`config.mk`:
```
export PLATFORM = sky130hd
export DESIGN_NAME = efs_mac
export DESIGN_NICKNAME = d
export VERILOG_FILES = /design/src/assert_macros.svh /design/src/efs_pkg.sv /design/src/efs_mac.sv
export SDC_FILE = /design/constraint.sdc
export NUM_CORES = 2
export LEC_CHECK = 0
export BUFFER_PORTS_ARGS = -buffer_cell sky130_fd_sc_hd__buf_4
export CAP_MARGIN = 20
export CELL_PAD_IN_SITES_DETAIL_PLACEMENT = 0
export CELL_PAD_IN_SITES_GLOBAL_PLACEMENT = 1
export CORE_AREA = 4 4 323 230
export CTS_CLUSTER_DIAMETER = 50
export DETAILED_ROUTE_END_ITERATION = 10
export DIE_AREA = 0 0 327 234
export PLACE_DENSITY = 0.95
export SLEW_MARGIN = 20
export SYNTH_ARGS = -nofsm -noshare
export SYNTH_HDL_FRONTEND = slang
export SYNTH_SLANG_ARGS = --single-unit
```
`constraint.sdc`:
```
create_clock -name clk -period 16.34 [get_ports clk]
set_clock_uncertainty 0.15 [all_clocks]
set_input_delay 1.634 -clock clk [delete_from_list [all_inputs] [get_ports clk]]
set_output_delay 1.634 -clock clk [all_outputs]
set_load 0.02 [all_outputs]
```
`src/assert_macros.svh`:
```
// ---------------------------------------------------------------------------
// Assertion macros
// Clocked property checks with async active-low reset; empty in synthesis.
// ---------------------------------------------------------------------------
`ifndef ASSERT_MACROS_SVH
`define ASSERT_MACROS_SVH
`ifndef SYNTHESIS
`define ASSERT_CLK(label, clk, rst_n, prop, msg) \
	label: assert property (@(posedge clk) disable iff (!rst_n) prop) else $error(msg);
`define ASSERT_NEVER(label, clk, rst_n, expr, msg) \
	label: assert property (@(posedge clk) disable iff (!rst_n) !(expr)) else $error(msg);
`else
`define ASSERT_CLK(label, clk, rst_n, prop, msg)
`define ASSERT_NEVER(label, clk, rst_n, expr, msg)
`endif
`endif

```
`src/efs_pkg.sv`:
```
`timescale 1ns / 1ps
// ---------------------------------------------------------------------------
// efs_pkg
// Shared constants, types and saturation helpers of the exchange stencil.
// ---------------------------------------------------------------------------
package efs_pkg;

	localparam int NODE_COUNT = 4096;
	localparam int NEIGHBOURS = 6;
	localparam int NODE_AW    = $clog2(NODE_COUNT);
	localparam int NGB_DEPTH  = NODE_COUNT * NEIGHBOURS;
	localparam int NGB_AW     = $clog2(NGB_DEPTH);
	localparam int CFG_REGS   = 4;

	// shared multiplier operand and accumulator widths
	localparam int MAC_AW = 36;
	localparam int MAC_BW = 18;
	localparam int PROD_W = MAC_AW + MAC_BW;
	localparam int ACC_W  = 104;
	localparam int SUM_W  = 54;

	localparam logic [1:0] REQ_WR_NODE = 2'd0;
	localparam logic [1:0] REQ_WR_NGB  = 2'd1;
	localparam logic [1:0] REQ_COMPUTE = 2'd2;
	localparam logic [1:0] REQ_TOTAL   = 2'd3;

	localparam logic [1:0] CFG_INV_DX  = 2'd0;
	localparam logic [1:0] CFG_INV_DY  = 2'd1;
	localparam logic [1:0] CFG_INV_DZ  = 2'd2;
	localparam logic [1:0] CFG_VOLUME  = 2'd3;
	localparam logic [31:0] CFG_RESET  = 32'd65536;

	localparam logic signed [ACC_W-1:0] MAX48_A = ACC_W'(64'sh0000_7FFF_FFFF_FFFF);
	localparam logic signed [ACC_W-1:0] MIN48_A = -MAX48_A - ACC_W'(1);
	localparam logic signed [ACC_W-1:0] MAX64_A = ACC_W'(65'sh0_7FFF_FFFF_FFFF_FFFF);
	localparam logic signed [ACC_W-1:0] MIN64_A = -MAX64_A - ACC_W'(1);

	typedef enum logic [4:0] {
		ST_CLEAR, ST_IDLE, ST_RD_OWN, ST_LD_OWN, ST_RD_NGB, ST_CHK_NGB, ST_LD_NB,
		ST_DIFF, ST_DIFF_W, ST_KL, ST_KH, ST_K_W, ST_ACC, ST_NEXT,
		ST_FLD, ST_FLD_W, ST_FLD_SAV, ST_EN, ST_EN_W, ST_EN_SAV,
		ST_TOT, ST_TOT_W, ST_TOT_SAV, ST_OUT
	} state_t;

	typedef struct packed {
		logic                      vld;
		logic                      clr;
		logic [5:0]                shift;
		logic signed [MAC_AW-1:0]  a;
		logic signed [MAC_BW-1:0]  b;
	} mac_op_t;

	// floor(x / 2^16) clamped to 48 bits
	function automatic logic signed [47:0] sat48(input logic signed [ACC_W-1:0] x);
		logic signed [ACC_W-1:0] t;
		t = x >>> 16;
		if (t > MAX48_A)
			return MAX48_A[47:0];
		else if (t < MIN48_A)
			return MIN48_A[47:0];
		return t[47:0];
	endfunction

	// floor(x / 2^16) clamped to 64 bits
	function automatic logic signed [63:0] sat64(input logic signed [ACC_W-1:0] x);
		logic signed [ACC_W-1:0] t;
		t = x >>> 16;
		if (t > MAX64_A)
			return MAX64_A[63:0];
		else if (t < MIN64_A)
			return MIN64_A[63:0];
		return t[63:0];
	endfunction

endpackage

```
`src/efs_mac.sv`:
```
`timescale 1ns / 1ps
// ---------------------------------------------------------------------------
// efs_mac
// Shared 36x18 signed multiplier with registered product and shifted accumulate.
// ---------------------------------------------------------------------------
module efs_mac (
	input  logic                                  clk,
	input  logic                                  arst_n,
	input  efs_pkg::mac_op_t                      op,
	output logic signed [efs_pkg::ACC_W-1:0]      acc
);

	logic signed [efs_pkg::PROD_W-1:0] prod_s1;
	logic [5:0]                        shift_s1;
	logic                              vld_s1;
	logic                              clr_s1;
	logic signed [efs_pkg::ACC_W-1:0]  acc_q;

	always_ff @(posedge clk or negedge arst_n) begin
		if (!arst_n) begin
			vld_s1 <= 1'b0;
			clr_s1 <= 1'b0;
		end else begin
			vld_s1 <= op.vld;
			clr_s1 <= op.clr;
		end
	end

	always_ff @(posedge clk) begin
		prod_s1  <= op.a * op.b;
		shift_s1 <= op.shift;
		if (vld_s1) begin
			if (clr_s1)
				acc_q <= efs_pkg::ACC_W'(prod_s1) <<< shift_s1;
			else
				acc_q <= acc_q + (efs_pkg::ACC_W'(prod_s1) <<< shift_s1);
		end
	end

	assign acc = acc_q;

endmodule

```
==> run summary <==
Die Ht -> 234 um
DR iter-0 viols -> 2,964
Max Slew Vio Count -> 0
vias in the first global route -> 31,813
critical path launch point type -> primary input
critical path class -> primary input to flop
Worst-Margin Slew -> 0.9296 ns
largest net degree at the start of global routing -> 85
Post-synth EDFFs -> 104
RSZ-0062 raised after global routing -> no
area added between synthesis and finish -> 5.603%
vias per cell -> 5.782
# fillers -> 6,500
grt ovf -> 0
outcome -> completed
post_cts resized -> 0
CP Data Required Time -> 16.58 ns
GP Congestion -> 1.018
most used flip-flop cell after synthesis -> edfxtp_1
async set-reset flop share out of synthesis -> 0.01205
DRC -> 0
drt pass-1 iters -> 6
global-route wire length before repair -> 178.1 mm
register bit total from synthesis -> 166
Netlist cell types -> 82
Max transition margin -> 0.3750
CTS H-Tree Depth -> 4
Peak Freq -> 120.8 MHz
final setup vio count -> 0
register area -> 0.004392 mm^2
CTS tree -> done
busiest grt layer -> met2
global-route track usage on met1 -> 0.4357
clock sink total -> 166
nets@finish -> 5,405
min cycle time layout -> 8.277 ns
Hold WC Path Type -> flop to flop
Max Cap Violations -> 0
met3 GRT Util -> 0.06533
syn_area_per_cell -> 8.391 um^2
post-synthesis net count -> 5,465
post-CTS setup repair buffer count -> 0
Die ar. -> 0.07652 mm^2
Clock Pin Slew Worst Setup and Hold Paths -> 0.07 ns
Root Buffer Master -> clkbuf_16
Ant. Diodes -> 0
Ports -> 168
area of the multi-input gates -> 0.03008 mm^2
PortBufs -> 167
Total Routing Usage GR -> 0.2961
HPWL Detailed -> 89.58 mm
Die W -> 327 um
placement row count -> 82
Hold Fails Final Rpt -> 0
CP Max Fanout -> 36
Max clock buf depth -> 2
Seq/Total Area, Yosys -> 0.1145
Cell Area, Synth -> 0.03819 mm^2
Setup TNS -> 0 ns
drt wl/cell -> 20.25 um
Core Box Area -> 0.07110 mm^2
initial core utilization -> 0.5371
CP endpoint kind -> flop
initial antenna violation count -> 0
Vias -> 31,630
Final period util -> 0.5066
routed wire length -> 110.8 mm
met2 usage -> 0.4525
CTS Buf Count -> 17
share of cells above drive strength 1 -> 0.06794
hold buffers post-CTS -> 0
arrival time worst endpoint -> 8.52 ns
Final ANT Viol Nets -> 0
YS warnings -> 0
Cells after Synth -> 4,551
clk_lat worst skew -> 0.47 ns
registers in the layout (all words and copies together) (netlist names):
signal and cells:
vld_s1 1, prod_s1 54, shift_s1 6, acc 104
clr_s1 1
cells in the final DEF (no fill, tap or decap), types with 104 or more instances in the layout:
cell type,netlist,layout
inv_1,727,726
nand2_1,675,675
fa_1,618,618
a21oi_1,280,280
nor2_1,274,274
and2_1,261,261
ha_1,232,232
o21ai_0,198,198
buf_4,0,179
edfxtp_1,104,104
cells in the mapped netlist, drive strengths merged (60+ instances only):
| library cell | n | area share |
|---|---|---|
| dfxtp | 60 | 0.031 |
| a21o | 95 | 0.019 |
| and2 | 261 | 0.043 |
| ha | 232 | 0.076 |
| clkbuf | 225 | 0.022 |
| nand2 | 676 | 0.067 |
| fa | 618 | 0.32 |
| inv | 728 | 0.072 |
| mux2i | 85 | 0.022 |
| o21ai | 202 | 0.027 |
| xnor2 | 86 | 0.020 |
| a21oi | 282 | 0.037 |
| nor2 | 274 | 0.027 |
| edfxtp | 104 | 0.082 |
path summary, 6_finish.rpt:
check                           cells after the start           to         from  slack, ns
worst max-delay path                               23  prod_s1[53]        op[3]       8.06
worst min-delay path                                2       acc[0]       acc[0]       0.67
worst max register to register                     20      acc[78]  shift_s1[0]       8.91
worst min register to register                      2       acc[0]       acc[0]       0.67
max in group asynchronous                           1       clr_s1       arst_n      15.14
min in group asynchronous                           1       vld_s1       arst_n       0.80
kinds of logic after synthesis:
| kind of cell | count (synthesis) | share of synthesized area |
|---|---|---|
| flops | 166 | 0.1145 |
| fa+ha+maj | 850 | 0.4000 |
| xor+xnor | 138 | 0.03165 |
| compound gates | 817 | 0.1319 |
| buf+inv | 988 | 0.09793 |
| simple gates | 1444 | 0.1734 |
| mux | 148 | 0.05059 |
per-stage QoR:
stage	hold WS, ns	instances	setup WS [ns]	cell area, um^2	util
after floorplan	0.6710	4551	8.342	38190	-
after global placement	0.6387	5437	7.777	39750	0.5591
after detailed placement	0.6500	5437	7.696	39750	0.5591
after CTS	0.6677	5469	8.149	40310	0.5669
after global routing	0.6818	5470	7.701	40330	0.5672
final	0.6721	5470	8.063	40330	0.5672
per-layer routing:
| metal | part of all wire | vias to the layer above |
|---|---|---|
| met5 | 0 | - |
| met4 | 0.021 | 0 |
| met3 | 0.090 | 148 |
| met2 | 0.44 | 1297 |
| met1 | 0.45 | 15703 |
| li1 | - | 14482 |
cell type report:
type	instances	area share
multi-input cells	3397	0.7459
flip-flops and latches	166	0.1089
inverters	729	0.06785
repair buffers	180	0.03360
well taps	966	0.02997
clock buffers	25	0.01275
clock inverters	7	0.001024
critical path, cell delays in order:
cell and delay [ns]:
buf_4 0.41, nand2_1 0.17, fa_1 0.53, fa_1 0.58, fa_1 0.45, fa_1 0.55, inv_1 0.05, fa_1 0.48
inv_1 0.05, fa_1 0.51, inv_1 0.05, ha_1 0.36, a21oi_1 0.17, o21ai_0 0.13, or3_1 0.34, o211ai_1 0.45
a21oi_1 0.29, o2bb2ai_1 0.25, o211a_1 0.31, a211oi_1 0.31, o21bai_1 0.11, a21oi_1 0.18, xnor2_1 0.13
Power is left out: the tool's default activity adds up to more than one toggle a clock period on the data nets, which glitch-free logic cannot reach.
